<file path="src/pbd_pkg.sv">
// Shared types and constants for the pixel binning downscaler.
// Used by every module in src; depends on nothing.
package pbd_pkg;

  localparam int PIX_W       = 16;
  localparam int BIN_W       = 5;
  localparam int COL_W       = 10;
  localparam int ROW_W       = 9;
  localparam int SUM_W       = 24;
  localparam int MULT_W      = 16;
  localparam int MASK_W      = 16;
  localparam int CFG_W       = 16;
  localparam int CFG_IDX_W   = 3;
  localparam int PHASE_W     = 5;
  localparam int SPAN_W      = 16;
  localparam int MAX_BIN     = 16;
  localparam int SHIFT_TERMS = 16;
  localparam int OQ_DEPTH    = 8;
  localparam int OQ_PTR_W    = 3;
  localparam int OQ_CNT_W    = 4;

  typedef enum logic [CFG_IDX_W-1:0] {
    CFG_BIN_FACTOR     = 3'd0,
    CFG_ORIGIN_X       = 3'd1,
    CFG_ORIGIN_Y       = 3'd2,
    CFG_OUT_WIDTH      = 3'd3,
    CFG_OUT_HEIGHT     = 3'd4,
    CFG_AVG_INT_MULT   = 3'd5,
    CFG_AVG_SHIFT_MASK = 3'd6
  } cfg_idx_t;

  typedef enum logic [2:0] {
    CLIP_LOAD,
    CLIP_DIV,
    CLIP_FIT,
    CLIP_SPAN,
    CLIP_RDY
  } clip_state_t;

  // crop window limits after clipping to the frame
  typedef struct packed {
    logic              ready;
    logic [BIN_W-1:0]  bin;
    logic [COL_W-1:0]  cols;
    logic [ROW_W-1:0]  rows;
    logic [SPAN_W-1:0] x_end;
    logic [SPAN_W-1:0] y_end;
  } win_t;

  // per-pixel control carried along the accumulate stage
  typedef struct packed {
    logic [PIX_W-1:0] pix;
    logic             first;
    logic             emit;
    logic             bypass;
    logic [COL_W-1:0] col;
    logic [ROW_W-1:0] row;
    logic             last;
  } acc_meta_t;

  typedef struct packed {
    logic [PIX_W-1:0] value;
    logic [COL_W-1:0] col;
    logic [ROW_W-1:0] row;
    logic             last;
  } res_t;

endpackage

</file>
<file path="src/pbd_outq.sv">
// Result queue between the scaling pipeline and the output channel.
// Depends on pbd_pkg.
module pbd_outq (
  input  logic                          clk,
  input  logic                          rst,
  input  logic                          push,
  input  pbd_pkg::res_t                 push_res,
  output logic                          out_valid,
  input  logic                          out_ready,
  output pbd_pkg::res_t                 out_res,
  output logic [pbd_pkg::OQ_CNT_W-1:0]  count
);

  pbd_pkg::res_t                 q [pbd_pkg::OQ_DEPTH];
  logic [pbd_pkg::OQ_PTR_W-1:0]  wr_ptr, rd_ptr;
  logic                          pop;

  assign out_valid = (count != '0);
  assign pop       = out_valid && out_ready;
  assign out_res   = q[rd_ptr];

  always_ff @(posedge clk) begin
    if (push) begin
      q[wr_ptr] <= push_res;
    end
  end

  always_ff @(posedge clk) begin
    if (rst) begin
      wr_ptr <= '0;
      rd_ptr <= '0;
      count  <= '0;
    end else begin
      if (push) begin
        wr_ptr <= pbd_pkg::OQ_PTR_W'(wr_ptr + 1'b1);
      end
      if (pop) begin
        rd_ptr <= pbd_pkg::OQ_PTR_W'(rd_ptr + 1'b1);
      end
      count <= pbd_pkg::OQ_CNT_W'(count + pbd_pkg::OQ_CNT_W'(push)
                                        - pbd_pkg::OQ_CNT_W'(pop));
    end
  end

  a_no_overflow : assert property (@(posedge clk) disable iff (rst)
    !(push && !pop && (count == pbd_pkg::OQ_CNT_W'(pbd_pkg::OQ_DEPTH))))
    else $error("result queue overflow");

endmodule

</file>
<file path="config.mk">
export PLATFORM = sky130hd
export DESIGN_NAME = pbd_outq
export DESIGN_NICKNAME = d
export VERILOG_FILES = /design/src/pbd_pkg.sv /design/src/pbd_outq.sv
export SDC_FILE = /design/constraint.sdc
export NUM_CORES = 1
export LEC_CHECK = 0
export ABC_AREA = 1
export BUFFER_PORTS_ARGS = -buffer_cell sky130_fd_sc_hd__buf_4
export CELL_PAD_IN_SITES_DETAIL_PLACEMENT = 1
export CELL_PAD_IN_SITES_GLOBAL_PLACEMENT = 1
export CORE_UTILIZATION = 30
export DETAILED_ROUTE_END_ITERATION = 10
export PLACE_DENSITY_LB_ADDON = 0.1
export SLEW_MARGIN = 20
export SYNTH_ARGS = -nofsm -noshare
export SYNTH_HDL_FRONTEND = slang
export SYNTH_SLANG_ARGS = --single-unit
</file>
<file path="constraint.sdc">
create_clock -name clk -period 3.3 [get_ports clk]
set_input_delay 0.165 -clock clk [delete_from_list [all_inputs] [get_ports clk]]
set_output_delay 0.165 -clock clk [all_outputs]
set_load 0.01 [all_outputs]
</file>
==> results.toml <==
[status]
outcome = "completed"

[logic_synthesis]
synth_top_area_share_pct = 65.9
synthTopCellsByCount = "nand2_1 (482), inv_1 (303), edfxtp_1 (288)"
syn-num-nets = 1378
synth.yosys.seq_area_share_pct = 67.8
synth_cells = 1331
synth_most_common_cell = "nand2_1"
synthDistinctLibCells = 19
synthTopCellsByArea = "edfxtp_1 (66%), nand2_1 (14%), inv_1 (8.7%)"
synth_edf_count = 288
yosysWarnings = 0
synth-main-ff-cell = "edfxtp_1"
syn_area_per_cell_sq_um = 9.87
synth.largest_area_cell = "edfxtp_1"
synth-seq-cells = 301
synth_area_sq_um = 13100
async_reset_ff_share_pct = 0

[sta]
finalCriticalPeriod_ns = 2.51
rsz0062_at_grt = "false"
slew_viol_final = 0
finalSetupViolCount = 0
worst_clock_skew_ns = 0.0147
finalCritPeriodShare_pct = 76.2
worst_pin_slew_ns = 1.03
slew_headroom_pct = 31.3
hold_violations = 0
fin_hold_ws_ns = 0.375
fmax_mhz = 398
fin_setup_tns_ns = 0

[grt]
grt_overflow = 0
groute.usage.overall_pct = 16.2
grt_first_pass_wirelength_mm = 54.5
grt_pass1_vias = 9395
grt_max_degree = 67
antenna_found_initial = 2

[power]
power_density_nw_per_um2 = 686
p_leak_nw = 7.24
ir_drop_v = 0.000424

[floorplan]
num_io_pins = 81
coreArea_sq_um = 43100
die_y_um = 211
die_w_um = 211
rows = 76
die_area_sq_um = 44600
start_util_pct = 30.5

[drt]
drc = 0
drtAntennaViolNets = 0
wirelength_mm = 34.5
drt-vias-per-instance = 4.31
dr.pass1.iters = 4
vias = 8924
drt-wirelength-per-cell_um = 16.6
drt_first_iter_violations = 300

[cells_and_area]
instances_no_fill = 2072
nNetsFinal = 1503
drive_gt1_share_pct = 11.6
final_util_pct = 37.3
area_delta_synth_final_pct = 22.5

[setup_path]
critical_path.reg2reg.startpoint = "count[2]"
crit_path_top_delay_cell = "dfxtp_4"
start_kind = "flop"
path_common_cell = "nand2_1"
crit_chain = "inv_4, buf_12, nand2_1, nand3_1, nand2_1, nand2_1, nand2_1, buf_4"
criticalPathCategory = "reg -> out"
crit_arrival_ns = 2.35
crit_fanout = 66
crit_family = "buffers and inverters"
cp.buffers_inverters = 3
required_ns = 3.13
cpPeakStageDelay_ns = 0.47
cp-end-kind = "output pin"

[placed_design]
io_buffers = 80
gp_congestion = 0.710
hpwl_mm = 18.0
dp.cells = 1962

[clock_network]
cts_tree = "yes"
cts.path.max_buffers = 3
clk_pin_slew_ns = 0.06
clkLatencyLatePin_ns = 0.55
cts_root_buf = "clkbuf_16"
htreeDepth = 2
cts_buffers = 38
clock-sinks = 301
postCtsSetupBuffers = 0

[run]
maxCapViolCount = 0

[min_path]
holdCritStartpoint = "rst"
worst_hold_path_type = "in -> reg"
==> registers in the layout (all words and copies together), names as in the netlist, named ones only <==
register	flops
count	4
q	288
rd_ptr	3
wr_ptr	3
==> power by group <==
group | leakage (nW) | total (mW) | internal [mW] | switching (mW)
logic | 3.92 | 2.49 | 0.911 | 1.58
registers | 2.72 | 4.42 | 4.31 | 0.108
clock network | 0.591 | 4.12 | 2.48 | 1.64
==> cell type report <==
class                           count  area, sq um
Fill cell                        4831        27000
Sequential cell                   301         8920
Multi-Input combinational cell    671         2860
Timing Repair Buffer              138         1200
Inverter                          306         1150
Clock buffer                       44          995
Tap cell                          585          732
Clock inverter                     25          236
Antenna cell                        2         5.00
==> per-stage QoR <==
step	setup WS, ns	cell area [sq um]	power [mW]
after CTS	0.672	16100	11.3
after global placement	1.24	14500	7.01
after detailed placement	1.17	14500	7.03
after global routing	0.534	16100	11.7
after floorplan	0.692	13100	5.98
final	0.786	16100	11.0
==> layer usage <==
layer,GRT usage [%],wire length [um]
met1,21.2,16000
met2,27.3,16500
met3,3.37,1320
met4,4.35,642
met5,0,0
==> worst reg2reg max path, cell delays in order (launching register included) <==
cell and delay, ns:
dfxtp_1 0.34, inv_1 0.07, ha_1 0.19, nand3_1 0.24, nand3_1 0.18, o21ai_0 0.13
ha_1 0.21, inv_1 0.07, fa_1 0.41, o21ai_0 0.17, a21oi_1 0.06
==> path summary, 6_finish.rpt <==
check / endpoint / slack (ns) / cells past startpoint
hold reg to reg: wr_ptr[0] / 0.50 / 2
setup reg to reg: count[2] / 1.13 / 10
setup / recovery: out_res[4] / 0.79 / 8
hold / removal: count[1] / 0.37 / 3
==> cell families (layout without fill, tap and decap cells) <==
group / after synthesis / count (layout) / synth area share, %
compound gates: 12 / 12 / 0.457
fa+ha+maj: 7 / 7 / 0.724
buf+inv: 359 / 513 / 10.9
flops: 301 / 301 / 67.8
other cells: 0 / 2 / 0
simple gates: 652 / 652 / 20.1
==> cells in the final DEF (no fill, tap or decap), types with 6 or more instances in the layout <==
| cell type | count |
|---|---|
| buf_4 | 94 |
| ha_1 | 6 |
| dlygate4sd3_1 | 39 |
| nor2_1 | 10 |
| edfxtp_1 | 288 |
| nor2_4 | 8 |
| nand3_1 | 150 |
| nand2_1 | 482 |
| clkbuf_16 | 39 |
| inv_1 | 303 |
| clkinv_1 | 7 |
| dfxtp_1 | 10 |
| a21oi_1 | 8 |
| clkinv_2 | 7 |
==> timing repair <==
| action | CTS | global route |
|---|---|---|
| hold buffers | 39 | 0 |
| endpoints found under the hold margin | 297 | 0 |
| gates resized for setup | 0 | 0 |
(Power assumes the default switching activity.)
