**src/pbd_pkg.sv**
```systemverilog
// Shared types and constants for the pixel binning downscaler.
// Used by every module in src; depends on nothing.
package pbd_pkg;

  localparam int PIX_W       = 16;
  localparam int BIN_W       = 5;
  localparam int COL_W       = 10;
  localparam int ROW_W       = 9;
  localparam int SUM_W       = 24;
  localparam int MULT_W      = 16;
  localparam int MASK_W      = 16;
  localparam int CFG_W       = 16;
  localparam int CFG_IDX_W   = 3;
  localparam int PHASE_W     = 5;
  localparam int SPAN_W      = 16;
  localparam int MAX_BIN     = 16;
  localparam int SHIFT_TERMS = 16;
  localparam int OQ_DEPTH    = 8;
  localparam int OQ_PTR_W    = 3;
  localparam int OQ_CNT_W    = 4;

  typedef enum logic [CFG_IDX_W-1:0] {
    CFG_BIN_FACTOR     = 3'd0,
    CFG_ORIGIN_X       = 3'd1,
    CFG_ORIGIN_Y       = 3'd2,
    CFG_OUT_WIDTH      = 3'd3,
    CFG_OUT_HEIGHT     = 3'd4,
    CFG_AVG_INT_MULT   = 3'd5,
    CFG_AVG_SHIFT_MASK = 3'd6
  } cfg_idx_t;

  typedef enum logic [2:0] {
    CLIP_LOAD,
    CLIP_DIV,
    CLIP_FIT,
    CLIP_SPAN,
    CLIP_RDY
  } clip_state_t;

  // crop window limits after clipping to the frame
  typedef struct packed {
    logic              ready;
    logic [BIN_W-1:0]  bin;
    logic [COL_W-1:0]  cols;
    logic [ROW_W-1:0]  rows;
    logic [SPAN_W-1:0] x_end;
    logic [SPAN_W-1:0] y_end;
  } win_t;

  // per-pixel control carried along the accumulate stage
  typedef struct packed {
    logic [PIX_W-1:0] pix;
    logic             first;
    logic             emit;
    logic             bypass;
    logic [COL_W-1:0] col;
    logic [ROW_W-1:0] row;
    logic             last;
  } acc_meta_t;

  typedef struct packed {
    logic [PIX_W-1:0] value;
    logic [COL_W-1:0] col;
    logic [ROW_W-1:0] row;
    logic             last;
  } res_t;

endpackage

```
**src/pbd_clip.sv**
```systemverilog
// Crop window sizing: clamps the bin factor and clips the window to the frame.
// Restoring divider, one quotient bit per cycle. Depends on pbd_pkg.
module pbd_clip #(
  parameter int FRAME_WIDTH  = 640,
  parameter int FRAME_HEIGHT = 480
) (
  input  logic                       clk,
  input  logic                       rst,
  input  logic                       restart,
  input  logic [pbd_pkg::BIN_W-1:0]  bin_factor,
  input  logic [pbd_pkg::COL_W-1:0]  origin_x,
  input  logic [pbd_pkg::ROW_W-1:0]  origin_y,
  input  logic [pbd_pkg::COL_W-1:0]  out_width,
  input  logic [pbd_pkg::ROW_W-1:0]  out_height,
  output pbd_pkg::win_t              win
);

  localparam int FMAX  = (FRAME_WIDTH > FRAME_HEIGHT) ? FRAME_WIDTH : FRAME_HEIGHT;
  localparam int DVW   = $clog2(FMAX + 1);
  localparam int CNT_W = $clog2(DVW + 1);
  localparam int PX_W  = pbd_pkg::BIN_W + pbd_pkg::COL_W;
  localparam int PY_W  = pbd_pkg::BIN_W + pbd_pkg::ROW_W;
  localparam int SW    = pbd_pkg::SPAN_W;

  pbd_pkg::clip_state_t state, state_next;

  logic [pbd_pkg::BIN_W-1:0]  bin;
  logic [DVW-1:0]             dvd_x, dvd_y;
  logic [pbd_pkg::BIN_W-1:0]  rem_x, rem_y;
  logic                       zero_x, zero_y, over_x, over_y;
  logic [CNT_W-1:0]           cnt;
  logic [pbd_pkg::COL_W-1:0]  cols;
  logic [pbd_pkg::ROW_W-1:0]  rows;
  logic [SW-1:0]              x_end, y_end;

  logic [pbd_pkg::BIN_W-1:0]  b_clamp;
  logic [PX_W-1:0]            prod_x;
  logic [PY_W-1:0]            prod_y;
  logic [pbd_pkg::BIN_W:0]    trial_x, trial_y;

  always_comb begin
    priority if (bin_factor == '0) begin
      b_clamp = pbd_pkg::BIN_W'(1);
    end else if (bin_factor > pbd_pkg::BIN_W'(pbd_pkg::MAX_BIN)) begin
      b_clamp = pbd_pkg::BIN_W'(pbd_pkg::MAX_BIN);
    end else begin
      b_clamp = bin_factor;
    end
    prod_x  = PX_W'(b_clamp) * PX_W'(out_width);
    prod_y  = PY_W'(b_clamp) * PY_W'(out_height);
    trial_x = {rem_x, dvd_x[DVW-1]};
    trial_y = {rem_y, dvd_y[DVW-1]};
  end

  always_comb begin
    state_next = state;
    unique case (state)
      pbd_pkg::CLIP_LOAD: state_next = pbd_pkg::CLIP_DIV;
      pbd_pkg::CLIP_DIV:  state_next = (cnt == CNT_W'(DVW - 1)) ? pbd_pkg::CLIP_FIT
                                                                 : pbd_pkg::CLIP_DIV;
      pbd_pkg::CLIP_FIT:  state_next = pbd_pkg::CLIP_SPAN;
      pbd_pkg::CLIP_SPAN: state_next = pbd_pkg::CLIP_RDY;
      pbd_pkg::CLIP_RDY:  state_next = pbd_pkg::CLIP_RDY;
      default:            state_next = pbd_pkg::CLIP_LOAD;
    endcase
    if (restart) begin
      state_next = pbd_pkg::CLIP_LOAD;
    end
  end

  always_ff @(posedge clk) begin
    if (rst) begin
      state <= pbd_pkg::CLIP_LOAD;
    end else begin
      state <= state_next;
    end
  end

  always_ff @(posedge clk) begin
    unique case (state)
      pbd_pkg::CLIP_LOAD: begin
        bin    <= b_clamp;
        zero_x <= SW'(origin_x) >= SW'(FRAME_WIDTH);
        zero_y <= SW'(origin_y) >= SW'(FRAME_HEIGHT);
        dvd_x  <= (SW'(origin_x) >= SW'(FRAME_WIDTH)) ? '0
                  : DVW'(SW'(FRAME_WIDTH) - SW'(origin_x));
        dvd_y  <= (SW'(origin_y) >= SW'(FRAME_HEIGHT)) ? '0
                  : DVW'(SW'(FRAME_HEIGHT) - SW'(origin_y));
        over_x <= (SW'(origin_x) + SW'(prod_x)) > SW'(FRAME_WIDTH);
        over_y <= (SW'(origin_y) + SW'(prod_y)) > SW'(FRAME_HEIGHT);
        rem_x  <= '0;
        rem_y  <= '0;
        cnt    <= '0;
      end
      pbd_pkg::CLIP_DIV: begin
        if (trial_x >= {1'b0, bin}) begin
          rem_x <= pbd_pkg::BIN_W'(trial_x - {1'b0, bin});
          dvd_x <= {dvd_x[DVW-2:0], 1'b1};
        end else begin
          rem_x <= trial_x[pbd_pkg::BIN_W-1:0];
          dvd_x <= {dvd_x[DVW-2:0], 1'b0};
        end
        if (trial_y >= {1'b0, bin}) begin
          rem_y <= pbd_pkg::BIN_W'(trial_y - {1'b0, bin});
          dvd_y <= {dvd_y[DVW-2:0], 1'b1};
        end else begin
          rem_y <= trial_y[pbd_pkg::BIN_W-1:0];
          dvd_y <= {dvd_y[DVW-2:0], 1'b0};
        end
        cnt <= CNT_W'(cnt + 1'b1);
      end
      pbd_pkg::CLIP_FIT: begin
        // quotient is below the request whenever it is chosen, so it fits
        cols <= zero_x ? '0 : (over_x ? pbd_pkg::COL_W'(dvd_x) : out_width);
        rows <= zero_y ? '0 : (over_y ? pbd_pkg::ROW_W'(dvd_y) : out_height);
      end
      pbd_pkg::CLIP_SPAN: begin
        x_end <= SW'(origin_x) + SW'(PX_W'(bin) * PX_W'(cols));
        y_end <= SW'(origin_y) + SW'(PY_W'(bin) * PY_W'(rows));
      end
      default: ;
    endcase
  end

  always_comb begin
    win.ready = (state == pbd_pkg::CLIP_RDY);
    win.bin   = bin;
    win.cols  = cols;
    win.rows  = rows;
    win.x_end = x_end;
    win.y_end = y_end;
  end

  a_restart_blocks : assert property (@(posedge clk) disable iff (rst)
    restart |=> !win.ready)
    else $error("window limits reported ready right after a config write");

endmodule

```
**config.mk**
```make
export PLATFORM = sky130hd
export DESIGN_NAME = pbd_clip
export DESIGN_NICKNAME = d
export VERILOG_FILES = /design/src/pbd_pkg.sv /design/src/pbd_clip.sv
export SDC_FILE = /design/constraint.sdc
export NUM_CORES = 1
export LEC_CHECK = 0
export ABC_AREA = 1
export BUFFER_PORTS_ARGS = -buffer_cell sky130_fd_sc_hd__buf_2
export CORE_MARGIN = 8
export CORE_UTILIZATION = 45
export CTS_CLUSTER_SIZE = 28
export DETAILED_ROUTE_END_ITERATION = 7
export PLACE_DENSITY = 0.72
export RECOVER_POWER = 50
export SETUP_SLACK_MARGIN = 0.2
export SLEW_MARGIN = 20
export SYNTH_ARGS = -nofsm -noshare
export SYNTH_HDL_FRONTEND = slang
export SYNTH_SLANG_ARGS = --single-unit
```
**constraint.sdc**
```tcl
create_clock -name clk -period 5 [get_ports clk]
set_input_delay 0.25 -clock clk [delete_from_list [all_inputs] [get_ports clk]]
set_output_delay 0.25 -clock clk [all_outputs]
set_load 0.05 [all_outputs]
```
==> flow_summary.toml, run 1 <==
[status]
outcome = "complete, but fails checks"
violations = "capacitance limit, slew limit"

[clocking]
cts-root-buf = "clkbuf_16"
cts_tree = "built"
hold_buffers = 0
numCtsBuffers = 9
cts_resized = 0
cts-htree-levels = 3
cts_setup_buffers = 0
cts_buffer_depth = 2
clkSinkCount = 96
clk_latency_ns = 0.36
clk_pin_slew_worst_paths_ns = 0.07

[detailed_routing]
viasPerCell = 5.016
wire_per_inst_um = 14.49
drcViolationCount = 0
firstDrtPassIters = 5
drtIter0Drc = 681
wl_um = 26670
ant_nets = 0
vias = 9229

[min_path]
hold-path-cell-count = 3
whs_endpoint = "state[1]"
hp-class = "input port to flip-flop"
hold_start = "rst"

[global_route]
gr-total-overflow = 0
grt_pass1_wl_um = 44940
grt_max_degree = 36
antenna_found_initial = 0
grtUsageTotal_pct = 17.61
grt_pass1_vias = 9271

[synth]
netlist_instances = 1410
ys.flop_type = "edfxtp_1"
async_flop_share_pct = 0
ys_seq_elements = 96
ys_types = 48
synth-edff-count = 93
ys_seq_area_share_pct = 24.63
syn_area_mm2 = 0.01158
ys_warn_count = 0
syn_avg_cell_area_um2 = 8.214
mappedNetlistNets = 1702

[critical_path]
crit_required_ns = 5.11
path_buf_inv = 5
slowest_delay_ns = 0.55
crit_chain = "clkbuf_1, nor2_1, clkbuf_1, inv_1, nor2_1, fa_1, fa_1, inv_1, fa_1, inv_1, ha_1, a21oi_1, nand2_1, o21ai_0, nor2_1, nand2_1, nand2_1, nor2_1, nand3_1"
cp_common_cell = "nor2_1"
crit_path_top_delay_cell = "fa_1"
path_class = "input port to flip-flop"
worst_ep_arrival_time_ns = 4.47
worstReg2RegStart = "bin[0]"
critical_path.top_delay_family = "adder cells"
startpoint_type = "input port"
timing.rr.end = "x_end[11]"
r2r_slack_ns = 0.93
end_kind = "flip-flop"
critPathMaxFanout = 15
reg2reg_depth = 14

[place]
place_inst = 1824
hpwl_um = 22460
place.gp.congestion = 0.9020
port-buffer-count = 101

[floorplan]
die_h_um = 176.4
start_util_pct = 45.86
die_area_mm2 = 0.03113
coreArea_mm2 = 0.02525
ios = 103
rows = 58
die_width_um = 176.4

[timing]
fmax_mhz = 229.2
finalHoldViolations = 0
tightest_slew_ns = 2.024
slew_headroom_pct = -34.96
rsz0062_at_grt = "no"
fin_tns_setup_ns = 0
fin_crit_sh_pct = 87.25
finClkSkew_ns = 0.01191
setup_viol = 0
period_minus_slack_ns = 4.362
slew_viol_final = 36

[finish]
finish.net_count = 1797
num_antenna_cells = 0
area_delta_synth_final_pct = 9.561
stdcell_count = 1840
final_common_cell = "nand2_1"
final_cell_mix = "nand2_1 (319), inv_1 (316), nor2_1 (145), fa_1 (130), ha_1 (116)"
drive_gt1_share_pct = 6.159

[run]
cap_violations = 1

[pwr]
power_density_mw_per_mm2 = 278.2
vdd_ir_drop_max_mv = 0.1943
power_leakage_nw = 6.854
[metrics by stage]
step                      total power [mW]  cell area, µm²  utilization [%]  setup WS, ns  hold WS, ns
after global routing                 3.861           12690            50.25        0.3429       0.1717
after detailed placement             2.784           12450            49.30        0.5781       0.5016
after CTS                            3.547           12760            50.54        0.8854       0.1636
final                                3.530           12690            50.25        0.6375       0.1666
after floorplan                      2.428           11580                -        0.8560       0.4167
after global placement               2.741           12450            49.30        0.6647       0.4856
[final cells by class]
type	instances	area (µm²)
Clock buffer	10	229.0
Sequential cell	96	2853
Fill cell	2436	12560
Timing Repair Buffer	111	503.0
Multi-Input combinational cell	969	7413
Clock inverter	6	85.08
Tap cell	330	412.9
Inverter	318	1194
[registers in the layout (all words and copies together) (netlist names)]
name	count
dvd_x	10
state	3
zero_x	1
zero_y	1
rows	9
over_x	1
cnt	4
y_end	15
over_y	1
rem_y	5
cols	10
bin	5
dvd_y	10
x_end	16
rem_x	5
[cell usage after synthesis, types with 3 or more instances]
cell	count	area, µm²
a211oi_1	23	172.7
a21o_1	4	30.03
a21oi_1	42	210.2
and2_1	3	18.77
buf_2	6	30.03
buf_4	3	22.52
clkbuf_1	15	56.30
dfxtp_1	3	60.06
edfxtp_1	93	2793
fa_1	130	2603
ha_1	116	1451
inv_1	316	1186
nand2_1	319	1197
nand2_2	5	31.28
nand3_1	54	270.3
nand4_1	12	75.07
nor2_1	148	555.5
nor2_2	3	18.77
nor3_1	6	30.03
o21ai_0	33	165.2
o21ai_1	8	40.04
xnor2_1	8	70.07
xor2_1	26	227.7
[routing by layer]
| layer | up-vias | track usage [%] | wire length (µm) |
|---|---|---|---|
| li1 | 4569 | - | - |
| met1 | 4402 | 23.19 | 12190 |
| met2 | 225 | 29.55 | 12510 |
| met3 | 33 | 2.200 | 1333 |
| met4 | 0 | 6.025 | 631 |
| met5 | - | 0 | 0 |
[tightest hold or removal path: cells and delay by family]
kind / cells / cell delay, ns
simple gates: 2 / 0.16
buf+inv: 1 / 0.07
[power by group]
group          switching [mW]  leakage (nW)  internal, mW  total, mW
clock                   0.319         0.148         0.437      0.756
combinational            1.07          5.74         0.663       1.73
sequential             0.0522         0.964         0.987       1.04
total                    1.44          6.85          2.09       3.53
[worst max-delay path by stage]
| stage | startpoint | end | cells after the start |
|---|---|---|---|
| 2_1_floorplan | bin[0] | x_end[11] | 16 |
| 3_3_place_gp | bin_factor[4] | over_y | 19 |
| 3_5_place_dp | bin_factor[4] | over_y | 19 |
| 4_1_cts | bin[1] | x_end[11] | 14 |
| 5_1_grt | bin_factor[4] | over_y | 19 |
| 6_report | bin_factor[4] | over_y | 19 |
[cells by family after synthesis]
kind of cell | count (synthesis) | share of synthesized area, %
xor+xnor | 34 | 2.571
compound gates | 132 | 6.935
buf+inv | 345 | 11.47
flops | 96 | 24.63
simple gates | 556 | 19.36
fa+ha+maj | 246 | 35.00
other cells | 1 | 0.03238
(Power assumes the default switching activity.)
==> run 2: changes to the inputs <==
--- a/config.mk
+++ b/config.mk
@@ -5,7 +5,7 @@
 export SDC_FILE = /design/constraint.sdc
 export NUM_CORES = 1
 export LEC_CHECK = 0
-export ABC_AREA = 1
+export ABC_AREA = 0
 export BUFFER_PORTS_ARGS = -buffer_cell sky130_fd_sc_hd__buf_2
 export CORE_MARGIN = 8
 export CORE_UTILIZATION = 45
==> run 2 against run 1 <==
Net effect:
- the run still ends with capacitance limit, slew limit left
- non-clock buffer count increased by 3
- combinational power decreased by 9%
- design area shrank 2.8%
==> flow_summary.toml, run 2 <==
[timing]
finClkSkew_ns = 0.006920
slew_viol_final = 38
tightest_slew_ns = 1.979
fmax_mhz = 226.5
setup_viol = 0
fin_ws_ns = 0.5841
finalHoldWorstSlack_ns = 0.08598
fin_tns_setup_ns = 0
rsz0062_at_grt = "no"
finalHoldViolations = 0
fin_crit_sh_pct = 88.32
period_minus_slack_ns = 4.416
slew_headroom_pct = -31.96

[critical_path]
path_class = "flip-flop to flip-flop"
critPathMaxFanout = 18
worst_ep_arrival_time_ns = 4.52
startpoint_type = "flip-flop"
r2r_slack_ns = 0.58
end_kind = "flip-flop"
crit_required_ns = 5.10

[finish]
largest_register_ffs = 16
num_antenna_cells = 0
fillerInstances = 2342
final_cell_mix = "inv_1 (160), fa_1 (130), and2_1 (124), ha_1 (116)"
drive_gt1_share_pct = 8.497
finish.net_count = 1511
post-route-util_pct = 49.68
multi_input_area_mm2 = 0.007654
area_delta_synth_final_pct = 9.842
final_common_cell = "inv_1"
top_register = "x_end"
reg_top3 = "x_end (16), y_end (15)"
register_area_mm2 = 0.002853

[synth]
yosysMostFrequentCell = "inv_1"
async_flop_share_pct = 0
syn_avg_cell_area_um2 = 9.978
ys_warn_count = 0
ys_seq_elements = 96
synth_top_area_share_pct = 24.88
ys_seq_area_share_pct = 25.41
synthTopCellsByArea = "edfxtp_1 (25%), fa_1 (23%), ha_1 (13%)"
syn_area_mm2 = 0.01123
ys_types = 63
synth-edff-count = 93
netlist_instances = 1125
synth_top_area_cell = "edfxtp_1"
ys.flop_type = "edfxtp_1"
synth_common_cells = "inv_1 (160), fa_1 (130), and2_1 (124), ha_1 (116)"
mappedNetlistNets = 1417

[place]
port-buffer-count = 101
place_ws_ns = 0.4472
place.gp.congestion = 0.8320
hpwl_um = 19950

[clocking]
numCtsBuffers = 9
cts_buffer_depth = 2
cts-root-buf = "clkbuf_16"
clk_latency_ns = 0.35
clk_pin_slew_worst_paths_ns = 0.07
cts_tree = "built"
cts_resized = 0
hold_buffers = 0
clkSinkCount = 96
cts-htree-levels = 3
cts_setup_buffers = 0

[pwr]
power_leakage_nw = 5.861
vdd_ir_drop_max_mv = 0.1767
power_density_mw_per_mm2 = 263.1

[detailed_routing]
ant_nets = 0
viasPerCell = 5.194
drtIter0Drc = 373
drcViolationCount = 0
wl_um = 23970
wire_per_inst_um = 15.42
vias = 8071
firstDrtPassIters = 5

[floorplan]
die_h_um = 173.9
die_area_mm2 = 0.03026
die_width_um = 173.9
ios = 103
coreArea_mm2 = 0.02482
start_util_pct = 45.23
rows = 58

[global_route]
antenna_found_initial = 0
grtUsageTotal_pct = 16.36
grt_pass1_wl_um = 40970
gr-total-overflow = 0
grt_pass1_vias = 8238
grt_max_degree = 38

[run]
cap_violations = 1

[min_path]
hp-class = "input port to flip-flop"

[status]
outcome = "complete, but fails checks"
violations = "capacitance limit, slew limit"
-- run 2: changes by cell type after synthesis, moves of 12 or more --
cell,change
mux2i_1,+28
nor2_1,-83
nand2_1,-226
inv_1,-156
a211oi_1,-13
clkbuf_1,+12
xnor2_1,+16
and2_1,+121
nand3_1,-36
-- run 2: per-stage QoR --
step	power [mW]	instances	area, µm²
after CTS	3.276	1554	12400
after detailed placement	2.611	1538	12130
after global routing	3.547	1554	12330
after global placement	2.562	1538	12130
final	3.244	1554	12330
after floorplan	2.281	1125	11230
-- run 2: final timing paths --
path              startpoint   endpoint  cells after the start
setup / recovery      bin[1]  x_end[15]                     12
hold / removal           rst   state[2]                      2
setup reg to reg      bin[1]  x_end[15]                     12
hold reg to reg     dvd_y[2]   dvd_y[3]                      2
-- run 2: power breakdown --
group	internal [mW]	switching [mW]
clock network	0.337	0.321
registers	0.967	0.0531
logic	0.703	0.864
-- run 2: routing by layer --
layer | track usage, % | vias to the layer above | part of all wire [%] | wire length (µm)
li1 | - | 3931 | - | -
met4 | 4.631 | 0 | 1.8 | 422
met1 | 21.61 | 3944 | 45 | 10740
met2 | 27.72 | 170 | 49 | 11720
met3 | 2.170 | 26 | 4.5 | 1088
met5 | 0 | - | 0 | 0
-- run 2: critical path, stage by stage, from the launching register on --
cell and delay [ns]:
edfxtp_1 0.80, nand2_1 0.16, fa_1 0.57, fa_1 0.45, fa_1 0.54, inv_1 0.04
ha_1 0.33, o21ai_0 0.24, o21ai_1 0.11, a21oi_1 0.20, o21ai_1 0.16, a211o_1 0.32
a41o_1 0.23
-- run 2: layout make-up --
class	count	share of cell area, %
flip-flops and latches	96	23.14
clock buffers	9	1.826
well taps	330	3.349
repair buffers	114	4.384
clock inverters	7	0.3653
multi-input cells	838	62.07
inverters	160	4.871
-- run 2: cells by family after synthesis --
kind of cell,after synthesis,synth area share (%)
AO/OA/AOI/OAI,158,9.452
XOR/XNOR,39,3.043
adder cells (fa/ha/maj),246,36.11
buffers and inverters,191,6.431
flip-flops,96,25.41
multiplexers,32,2.898
other,1,0.03341
AND/OR/NAND/NOR,362,16.62
