File: config.mk
export PLATFORM = sky130hd
export DESIGN_NAME = pbd_scale
export DESIGN_NICKNAME = d
export VERILOG_FILES = /design/src/pbd_pkg.sv /design/src/pbd_scale.sv
export SDC_FILE = /design/constraint.sdc
export NUM_CORES = 1
export LEC_CHECK = 0
export BUFFER_PORTS_ARGS = -buffer_cell sky130_fd_sc_hd__buf_2
export CORE_MARGIN = 5
export CORE_UTILIZATION = 55
export DETAILED_ROUTE_END_ITERATION = 6
export PLACE_DENSITY = 0.83
export SYNTH_ARGS = -nofsm -noshare
export SYNTH_HDL_FRONTEND = slang
export SYNTH_SLANG_ARGS = --single-unit
export TNS_END_PERCENT = 100
File: constraint.sdc
create_clock -name clk -period 7.1 [get_ports clk]
set_input_delay 0.71 -clock clk [delete_from_list [all_inputs] [get_ports clk]]
set_output_delay 0.71 -clock clk [all_outputs]
set_load 0.02 [all_outputs]
File: src/pbd_pkg.sv
// Shared types and constants for the pixel binning downscaler.
// Used by every module in src; depends on nothing.
package pbd_pkg;

  localparam int PIX_W       = 16;
  localparam int BIN_W       = 5;
  localparam int COL_W       = 10;
  localparam int ROW_W       = 9;
  localparam int SUM_W       = 24;
  localparam int MULT_W      = 16;
  localparam int MASK_W      = 16;
  localparam int CFG_W       = 16;
  localparam int CFG_IDX_W   = 3;
  localparam int PHASE_W     = 5;
  localparam int SPAN_W      = 16;
  localparam int MAX_BIN     = 16;
  localparam int SHIFT_TERMS = 16;
  localparam int OQ_DEPTH    = 8;
  localparam int OQ_PTR_W    = 3;
  localparam int OQ_CNT_W    = 4;

  typedef enum logic [CFG_IDX_W-1:0] {
    CFG_BIN_FACTOR     = 3'd0,
    CFG_ORIGIN_X       = 3'd1,
    CFG_ORIGIN_Y       = 3'd2,
    CFG_OUT_WIDTH      = 3'd3,
    CFG_OUT_HEIGHT     = 3'd4,
    CFG_AVG_INT_MULT   = 3'd5,
    CFG_AVG_SHIFT_MASK = 3'd6
  } cfg_idx_t;

  typedef enum logic [2:0] {
    CLIP_LOAD,
    CLIP_DIV,
    CLIP_FIT,
    CLIP_SPAN,
    CLIP_RDY
  } clip_state_t;

  // crop window limits after clipping to the frame
  typedef struct packed {
    logic              ready;
    logic [BIN_W-1:0]  bin;
    logic [COL_W-1:0]  cols;
    logic [ROW_W-1:0]  rows;
    logic [SPAN_W-1:0] x_end;
    logic [SPAN_W-1:0] y_end;
  } win_t;

  // per-pixel control carried along the accumulate stage
  typedef struct packed {
    logic [PIX_W-1:0] pix;
    logic             first;
    logic             emit;
    logic             bypass;
    logic [COL_W-1:0] col;
    logic [ROW_W-1:0] row;
    logic             last;
  } acc_meta_t;

  typedef struct packed {
    logic [PIX_W-1:0] value;
    logic [COL_W-1:0] col;
    logic [ROW_W-1:0] row;
    logic             last;
  } res_t;

endpackage

File: src/pbd_scale.sv
// Block sum scaling: multiplier plus masked shift terms, low 16 bits, two stages.
// Bypass passes the pixel through unscaled. Depends on pbd_pkg.
module pbd_scale (
  input  logic                       clk,
  input  logic                       rst,
  input  logic                       in_valid,
  input  logic [pbd_pkg::SUM_W-1:0]  in_sum,
  input  pbd_pkg::acc_meta_t         in_meta,
  input  logic [pbd_pkg::MULT_W-1:0] mult,
  input  logic [pbd_pkg::MASK_W-1:0] mask,
  output logic                       out_valid,
  output pbd_pkg::res_t              out_res,
  output logic [1:0]                 busy
);

  localparam int PW = pbd_pkg::PIX_W;

  logic [2*PW-1:0]    sum_ext;
  logic [2*PW-1:0]    prod_full;
  logic [PW-1:0]      term [16];
  logic [PW-1:0]      part [4];

  logic               a_v;
  logic [PW-1:0]      a_prod;
  logic [PW-1:0]      a_part [4];
  pbd_pkg::acc_meta_t a_meta;

  logic               b_v;
  pbd_pkg::res_t      b_res;

  always_comb begin
    sum_ext   = (2*PW)'(in_sum);
    prod_full = (2*PW)'(mult) * (2*PW)'(in_sum[PW-1:0]);
    for (int i = 0; i < 16; i++) begin
      term[i] = (mask[i] && (i < pbd_pkg::SHIFT_TERMS)) ? sum_ext[i+1 +: PW] : '0;
    end
    for (int g = 0; g < 4; g++) begin
      part[g] = PW'(term[4*g] + term[4*g+1] + term[4*g+2] + term[4*g+3]);
    end
  end

  always_ff @(posedge clk) begin
    if (rst) begin
      a_v <= 1'b0;
      b_v <= 1'b0;
    end else begin
      a_v <= in_valid;
      b_v <= a_v;
    end
    a_prod <= prod_full[PW-1:0];
    for (int g = 0; g < 4; g++) begin
      a_part[g] <= part[g];
    end
    a_meta <= in_meta;
    b_res.value <= a_meta.bypass ? a_meta.pix
                   : PW'(a_prod + a_part[0] + a_part[1] + a_part[2] + a_part[3]);
    b_res.col   <= a_meta.col;
    b_res.row   <= a_meta.row;
    b_res.last  <= a_meta.last;
  end

  assign out_valid = b_v;
  assign out_res   = b_res;
  assign busy      = 2'(a_v) + 2'(b_v);

  a_latency : assert property (@(posedge clk) disable iff (rst)
    in_valid |-> ##2 out_valid)
    else $error("scaled result did not appear two cycles after its sum");

endmodule

==> tab_implementation.tex, run 1 <==
\begin{tabular}{lr}
\hline
Metric & Value \\
\hline
\multicolumn{2}{l}{\textbf{Worst setup path}} \\
Arrival time of the worst setup path & between 5 and 6 ns \\
Maximum fanout encountered on the critical timing path & 16 \\
Worst path top cell family by delay & adder cells \\
Cells along the critical path & buf\_2, and2\_1, fa\_1, fa\_1, ha\_1, fa\_1, inv\_1, fa\_1, fa\_1, inv\_1, ha\_1, and3\_1, a221oi\_1, a21oi\_1, a21o\_1, a21oi\_1, xnor2\_1 \\
CP Buf/Inv Count & 3 \\
Startpoint Class & input port \\
Crit path max-delay cell type & sky130\_fd\_sc\_hd\_\_fa\_1 \\
Nature of the critical path endpoint & register \\
Most common cell on crit path & sky130\_fd\_sc\_hd\_\_fa\_1 \\
Maximum single-stage delay on the critical path & around 0.50 ns \\
Critical path required time & 7.45 ns \\
Crit Path Class & input port to register \\
\multicolumn{2}{l}{\textbf{Hold path}} \\
Classification of the worst-slack hold path & register to register \\
\multicolumn{2}{l}{\textbf{Clock network}} \\
Post-CTS Setup Bufs & 0 \\
Number of buffers inserted during clock tree synthesis & 17 \\
Count of cells resized by post-cts repair & 0 \\
Clock root buffer master & sky130\_fd\_sc\_hd\_\_clkbuf\_16 \\
Clock latency at the later pin of the worst-skew pair & between 0.4 and 0.5 ns \\
CTS tree & done \\
Clock Pin Slew Worst Setup and Hold Paths & 0.07 ns \\
Max Buffers Root-to-Sink & 2 \\
Clock H-tree levels & 4 \\
\# clock sinks & 152 \\
Number of hold buffers added after cts & 0 \\
\multicolumn{2}{l}{\textbf{Detailed routing}} \\
Detailed-route wire length & between 30 and 40 mm \\
Detailed-route via count & 10823 \\
Antenna-violating nets left & 0 \\
Remaining routing DRC violations & 0 \\
Via density per instance & 5.42 \\
Detailed router's first-iteration violation count & 679 \\
Average wire per cell in the routed design & 16.6 um \\
Drt first pass iters & 5 \\
\multicolumn{2}{l}{\textbf{Cells and area}} \\
Layout cells sized above 1 & 10.6\% \\
Final Instance Count excl. Fillers & $\sim$2000 \\
P\&R area growth vs syn & 10.3\% \\
Fill cells & 2090 \\
Final \#Nets & 2102 \\
Finished Core Util & 61.7\% \\
\multicolumn{2}{l}{\textbf{Synthesis}} \\
Most frequent cells after synthesis & 231 x sky130\_fd\_sc\_hd\_\_inv\_1, 227 x sky130\_fd\_sc\_hd\_\_nand2\_1, 224 x sky130\_fd\_sc\_hd\_\_fa\_1 \\
Syn Nets & 1998 \\
Largest cells by area after synthesis & sky130\_fd\_sc\_hd\_\_fa\_1 31\%, sky130\_fd\_sc\_hd\_\_dfxtp\_1 21\%, sky130\_fd\_sc\_hd\_\_ha\_1 11\%, sky130\_fd\_sc\_hd\_\_and2\_1 6.8\%, sky130\_fd\_sc\_hd\_\_inv\_1 5.9\% \\
Flip-flop and latch count after synthesis & 152 \\
FFs w/ async S/R, synth & 0\% \\
Main synth FF type & sky130\_fd\_sc\_hd\_\_dfxtp\_1 \\
Number of flops mapped to enable cells by yosys & 0 \\
Sequential cell area fraction in the yosys report & a little over a fifth \\
Most frequent cell after synthesis & sky130\_fd\_sc\_hd\_\_inv\_1 \\
YS warnings & 0 \\
Gate count after technology mapping & 1544 \\
Cell type with the highest aggregate area in the netlist & sky130\_fd\_sc\_hd\_\_fa\_1 \\
Average cell area after synthesis & 9.47 sq um \\
Distinct cell type count after synthesis & between 40 and 50 \\
Area share of the largest cell type after synthesis & around 30\% \\
Post-synth design cell area & 14600 sq um \\
\multicolumn{2}{l}{\textbf{Placed design}} \\
Port bufs & between 100 and 150 \\
Routability Congestion & 0.910 \\
Placed Instances & 1964 \\
Estimated wirelength of the detail-placed design & 26.3 mm \\
\multicolumn{2}{l}{\textbf{Timing}} \\
Highest Clock Rate & 192 MHz \\
Unrepaired setup endpoints after global routing & no \\
Final period util & 73.3\% \\
Final min period & 5.20 ns \\
Post-Route Skew & between 0.008 and 0.009 ns \\
Worst Max-Slew Pin Slew & between 0.8 and 0.9 ns \\
Final Slew Violations & 0 \\
Setup total negative slack & 0 ns \\
Hold Vio Cnt, Final & 0 \\
Tightest slew margin relative to the limit & 42.6\% \\
Number of endpoints failing setup at the final stage & 0 \\
Worst Hold Margin & 0.323 ns \\
\multicolumn{2}{l}{\textbf{Die}} \\
FP Rows & 59 \\
Die boundary width & between 150 and 200 um \\
Core outline area & roughly 26000 sq um \\
Effective utilization at floorplan & 55.9\% \\
Die span in y & 173 um \\
Floorplan die area & 29900 sq um \\
I/O pin total & 137 \\
\multicolumn{2}{l}{\textbf{GRT}} \\
Initial antenna violation count & 1 \\
Remaining Overflow, GRT & 0 \\
Met2 Usage GRT & 39.6\% \\
M1 GR Usage & around 28\% \\
All-Layer GR Usage & a little under a quarter \\
Via count of the first global-routing pass & 11601 \\
Met3 global-route usage & $\sim$4.6\% \\
Most heavily used metal layer in global routing & met2 \\
Global-route wire length before repair & 55.7 mm \\
Pin count of the biggest net entering global routing & 30 \\
\multicolumn{2}{l}{\textbf{Flow run}} \\
Max-cap check violation count & 0 \\
\multicolumn{2}{l}{\textbf{Pwr}} \\
Power density over the cells & 565 nW/um\^{}2 \\
Peak ir drop on the vdd network & about 0.58 mV \\
Leakage power & 8.03 nW \\
Total power & 9.12 mW \\
\multicolumn{2}{l}{\textbf{Outcome}} \\
Outcome & complete, no violations \\
\hline
\end{tabular}
## placed cells by master (no fill, tap or decap), drive strengths merged, types with 5 or more instances in the layout
cell	instances
buf	134
clkinv	5
clkbuf	17
o21a	15
xor2	26
a211oi	7
xnor2	82
nor2	36
nand2b	8
dfxtp	152
o21bai	5
o21ai	42
a21oi	44
and2	160
fa	224
nand2	227
nand3	8
inv	240
a21o	21
ha	132
nor3	11
nor2b	14
## report_power, final
part           switching [mW]  internal (mW)
combinational            3.73           3.11
sequential              0.185           1.18
clock                   0.422          0.477
## worst paths after layout
check              from     endpoint  slack (ns)  cells past startpoint
max reg2reg   a_prod[0]  out_res[35]        3.09                     15
min          a_meta[14]  out_res[14]        0.32                      0
max           in_sum[2]   a_prod[13]        1.90                     17
min reg2reg  a_meta[14]  out_res[14]        0.32                      0
## cell type report
class	instances	area [sq um]	share of cell area, %
Inverter	231	867	5.38
Timing Repair Buffer	134	671	4.16
Sequential cell	152	3040	18.9
Tap cell	335	419	2.60
Clock buffer	17	425	2.64
Clock inverter	15	175	1.09
Antenna cell	2	5.00	0.0310
Multi-Input combinational cell	1112	10500	65.2
## per-stage QoR
step | worst slack (ns) | cell area (sq um)
final | 1.90 | 16100
after global routing | 1.56 | 16100
after global placement | 1.53 | 15500
after detailed placement | 1.41 | 15500
after floorplan | 1.84 | 14600
after CTS | 1.87 | 16100
## layer usage
metal,vias to the layer above,share of wire (%)
met2,450,49
met1,5274,40
met5,-,0.021
li1,4987,-
met4,2,3.2
met3,110,8.2
## logic make-up (layout without fill, tap and decap cells)
| group | after synthesis | count (layout) | synth area share [%] |
|---|---|---|---|
| compound gates | 163 | 163 | 7.23 |
| xor+xnor | 108 | 108 | 6.47 |
| mux | 3 | 3 | 0.231 |
| fa+ha+maj | 356 | 356 | 42.0 |
| buf+inv | 280 | 397 | 7.19 |
| simple gates | 482 | 482 | 16.1 |
| flops | 152 | 152 | 20.8 |
| other cells | 0 | 2 | 0 |
## worst reg2reg max path, cell delays in order (launching register included)
cell	delay, ns
sky130_fd_sc_hd__dfxtp_1	0.33
sky130_fd_sc_hd__fa_1	0.46
sky130_fd_sc_hd__fa_1	0.54
sky130_fd_sc_hd__inv_1	0.05
sky130_fd_sc_hd__fa_1	0.42
sky130_fd_sc_hd__inv_1	0.06
sky130_fd_sc_hd__ha_1	0.15
sky130_fd_sc_hd__inv_1	0.06
sky130_fd_sc_hd__fa_1	0.46
sky130_fd_sc_hd__nor2b_1	0.16
sky130_fd_sc_hd__o31a_1	0.19
sky130_fd_sc_hd__nor2_1	0.10
sky130_fd_sc_hd__o311ai_1	0.33
sky130_fd_sc_hd__a31oi_1	0.16
sky130_fd_sc_hd__xnor2_1	0.15
sky130_fd_sc_hd__mux2_2	0.27
## state kept, by name, summed over array words and instances (netlist names)
signal and flops:
a_part 61, a_v 1, a_prod 16, out_res 36, a_meta 37, out_valid 1
Note: power is estimated with default switching activity, not from simulation.
==> run 2, diff against run 1 <==
==> constraint.sdc (replaced) <==
create_clock -name clk -period 5.1 [get_ports clk]
set_input_delay 0.51 -clock clk [delete_from_list [all_inputs] [get_ports clk]]
set_output_delay 0.51 -clock clk [all_outputs]
set_load 0.02 [all_outputs]
==> run 2 against run 1 <==
  * Flip-flop and latch count unchanged
  * Non-clock buffer count up 40
  * Clock skew down 0.0038 ns
  * Die area unchanged
  * Cell area up 1.9%
==> tab_implementation.tex, run 2 (synthesis gave the netlist of run 1 again) <==
\begin{tabular}{lr}
\hline
Metric & Value \\
\hline
\multicolumn{2}{l}{\textbf{Outcome}} \\
Outcome & complete, no violations \\
\multicolumn{2}{l}{\textbf{Die}} \\
I/O pin total & 137 \\
Core outline area & 26100 sq um \\
FP Rows & 59 \\
Floorplan die area & 29900 sq um \\
Die boundary width & between 150 and 200 um \\
Die span in y & between 150 and 200 um \\
Effective utilization at floorplan & between 50 and 60\% \\
\multicolumn{2}{l}{\textbf{Cells and area}} \\
Final \#Nets & 2142 \\
Largest register FFs & 61 \\
Final Instance Count excl. Fillers & 2036 \\
P\&R area growth vs syn & 12.4\% \\
Most common cell after layout, fill and taps aside & sky130\_fd\_sc\_hd\_\_inv\_1 \\
Antenna fix cells & 0 \\
Fill cells & $\sim$2100 \\
Biggest register & a\_part \\
Layout cells sized above 1 & between 10\% and 20\% \\
Most used cells in the layout excluding fill and tap cells & 231 x sky130\_fd\_sc\_hd\_\_inv\_1, 227 x sky130\_fd\_sc\_hd\_\_nand2\_1, 224 x sky130\_fd\_sc\_hd\_\_fa\_1 \\
\multicolumn{2}{l}{\textbf{Timing}} \\
Number of endpoints failing setup at the final stage & 0 \\
Tightest slew margin relative to the limit & 42.6\% \\
Worst Hold Margin & 0.189 ns \\
Unrepaired setup endpoints after global routing & no \\
Worst Max-Slew Pin Slew & 0.860 ns \\
Final min period & 4.79 ns \\
Post-Route Skew & approximately 0.0051 ns \\
Final period util & a little over nine tenths \\
Final Slew Violations & 0 \\
Hold Vio Cnt, Final & 0 \\
Highest Clock Rate & between 200 and 250 MHz \\
\multicolumn{2}{l}{\textbf{Clock network}} \\
Clock Pin Slew Worst Setup and Hold Paths & 0.06 ns \\
Max Buffers Root-to-Sink & 2 \\
Count of cells resized by post-cts repair & 0 \\
Number of hold buffers added after cts & 0 \\
Clock root buffer master & sky130\_fd\_sc\_hd\_\_clkbuf\_16 \\
\# clock sinks & 152 \\
Post-CTS Setup Bufs & 0 \\
CTS tree & done \\
Clock latency at the later pin of the worst-skew pair & 0.42 ns \\
Clock H-tree levels & 4 \\
Number of buffers inserted during clock tree synthesis & 17 \\
\multicolumn{2}{l}{\textbf{Worst setup path}} \\
End of the worst register-to-register path & out\_res[35] \\
Termination of the worst setup path & a\_prod[14] \\
Beginning of the critical path & in\_sum[4] \\
Worst R2R Setup Slack & about 1.1 ns \\
Arrival time of the worst setup path & 5.08 ns \\
Worst-case reg-to-reg path depth & 15 \\
Nature of the critical path endpoint & register \\
Critical path required time & 5.40 ns \\
Crit Path Class & input port to register \\
Reg2Reg Launch Point & a\_prod[1] \\
Maximum fanout encountered on the critical timing path & 11 \\
Startpoint Class & input port \\
\multicolumn{2}{l}{\textbf{GRT}} \\
Global-route wire length before repair & 56.6 mm \\
Initial antenna violation count & 1 \\
All-Layer GR Usage & 23.0\% \\
Remaining Overflow, GRT & 0 \\
Pin count of the biggest net entering global routing & 30 \\
Via count of the first global-routing pass & 11759 \\
\multicolumn{2}{l}{\textbf{Detailed routing}} \\
Uppermost layer routed & met5 \\
Routed length on met2 & $\sim$17 mm \\
Detailed-route wire length & 33.1 mm \\
Remaining routing DRC violations & 0 \\
Detailed-route via count & about 11000 \\
Antenna-violating nets left & 0 \\
Via density per instance & 5.31 \\
Detailed route wirelength on metal3 & about 2 mm \\
Detailed router's first-iteration violation count & 469 \\
Average wire per cell in the routed design & 16.3 um \\
Drt first pass iters & 5 \\
Post-Route M1 WL & 13.6 mm \\
\multicolumn{2}{l}{\textbf{Flow run}} \\
Max-cap check violation count & 0 \\
\multicolumn{2}{l}{\textbf{Pwr}} \\
Fraction of power consumed by combinational cells & approximately 76\% \\
Leakage power & 8.22 nW \\
Switching portion of total power & 46.2\% \\
Share of total power in the clock network & 9.5\% \\
Design internal power & approximately 7 mW \\
Power density over the cells & 779 nW/um\^{}2 \\
Total power & 12.8 mW \\
Relative contribution of sequential cells to total power & 14.8\% \\
Switching power total & 5.90 mW \\
Peak ir drop on the vdd network & 0.768 mV \\
\multicolumn{2}{l}{\textbf{Placed design}} \\
Estimated wirelength of the detail-placed design & 27.2 mm \\
Placed Instances & 2004 \\
Port bufs & 134 \\
Routability Congestion & about 0.91 \\
\multicolumn{2}{l}{\textbf{Hold path}} \\
Classification of the worst-slack hold path & input port to register \\
\hline
\end{tabular}
run 2: cell types whose count changed in the layout (fill, tap and decap cells not counted):
cell and change:
sky130_fd_sc_hd__buf_12 +2, sky130_fd_sc_hd__diode_2 -2, sky130_fd_sc_hd__clkinv_4 +1, sky130_fd_sc_hd__clkinv_2 +2, sky130_fd_sc_hd__clkinvlp_4 +2, sky130_fd_sc_hd__clkinv_8 -4, sky130_fd_sc_hd__clkbuf_1 +3, sky130_fd_sc_hd__inv_8 -6
sky130_fd_sc_hd__buf_4 +38, sky130_fd_sc_hd__clkbuf_8 +2, sky130_fd_sc_hd__inv_6 -2, sky130_fd_sc_hd__bufinv_16 +2
run 2: how the worst min path moves through the flow:
stage | from | endpoint | slack, ns | cells after the start
global route | in_meta[10] | a_meta[10] | 0.17 | 1
floorplan | a_meta[0] | out_res[0] | 0.31 | 0
detailed placement | a_meta[19] | out_res[19] | 0.31 | 0
CTS | in_meta[15] | a_meta[15] | 0.17 | 1
finish | in_meta[15] | a_meta[15] | 0.19 | 1
global placement | a_meta[16] | out_res[16] | 0.31 | 0
run 2: layer usage:
metal / up-vias / GRT usage (%)
met1: 5331 / 28.4
met3: 73 / 4.28
li1: 5061 / -
met5: - / 0
met2: 349 / 40.8
met4: 2 / 7.62
run 2: final cells by class:
type	count	area, sq um	area share [%]
sequential	152	3040	18.5
timing repair buffer	174	996	6.06
tap	335	419	2.55
clock buffer	22	464	2.83
clock inverter	10	119	0.724
multi-input combinational	1112	10500	64.0
inverter	231	867	5.28
run 2: critical path, cell delays in order:
cell and delay, ns:
sky130_fd_sc_hd__buf_2 0.17, sky130_fd_sc_hd__and2_1 0.18, sky130_fd_sc_hd__fa_1 0.53, sky130_fd_sc_hd__inv_1 0.05, sky130_fd_sc_hd__fa_1 0.48, sky130_fd_sc_hd__fa_1 0.52
sky130_fd_sc_hd__inv_1 0.05, sky130_fd_sc_hd__fa_1 0.49, sky130_fd_sc_hd__fa_1 0.50, sky130_fd_sc_hd__inv_1 0.05, sky130_fd_sc_hd__fa_1 0.47, sky130_fd_sc_hd__inv_1 0.04
sky130_fd_sc_hd__ha_1 0.28, sky130_fd_sc_hd__o21ai_0 0.16, sky130_fd_sc_hd__nand2b_1 0.11, sky130_fd_sc_hd__o31ai_1 0.11, sky130_fd_sc_hd__o21ai_0 0.20, sky130_fd_sc_hd__xor2_1 0.17
run 2: through the flow:
step           setup WS (ns)  area [sq um]  utilization (%)  setup TNS [ns]
6_report               0.314         16400             62.9               0
5_1_grt               0.0689         16400             62.9               0
4_1_cts                0.316         16400             62.9               0
3_5_place_dp          -0.121         15800             60.6          -0.295
3_3_place_gp        -0.00930         15800             60.6         -0.0173
2_1_floorplan         0.0388         14600                -               0
run 2: power by group through the flow:
| stage | combinational, mW | clock, mW | sequential, mW |
|---|---|---|---|
| 2_1_floorplan | 7.30 | 0 | 1.91 |
| 3_3_place_gp | 9.20 | 0 | 1.90 |
| 3_5_place_dp | 9.59 | 0 | 1.91 |
| 4_1_cts | 9.72 | 1.24 | 1.89 |
| 5_1_grt | 11.1 | 1.30 | 1.92 |
| 6_report | 9.68 | 1.22 | 1.89 |
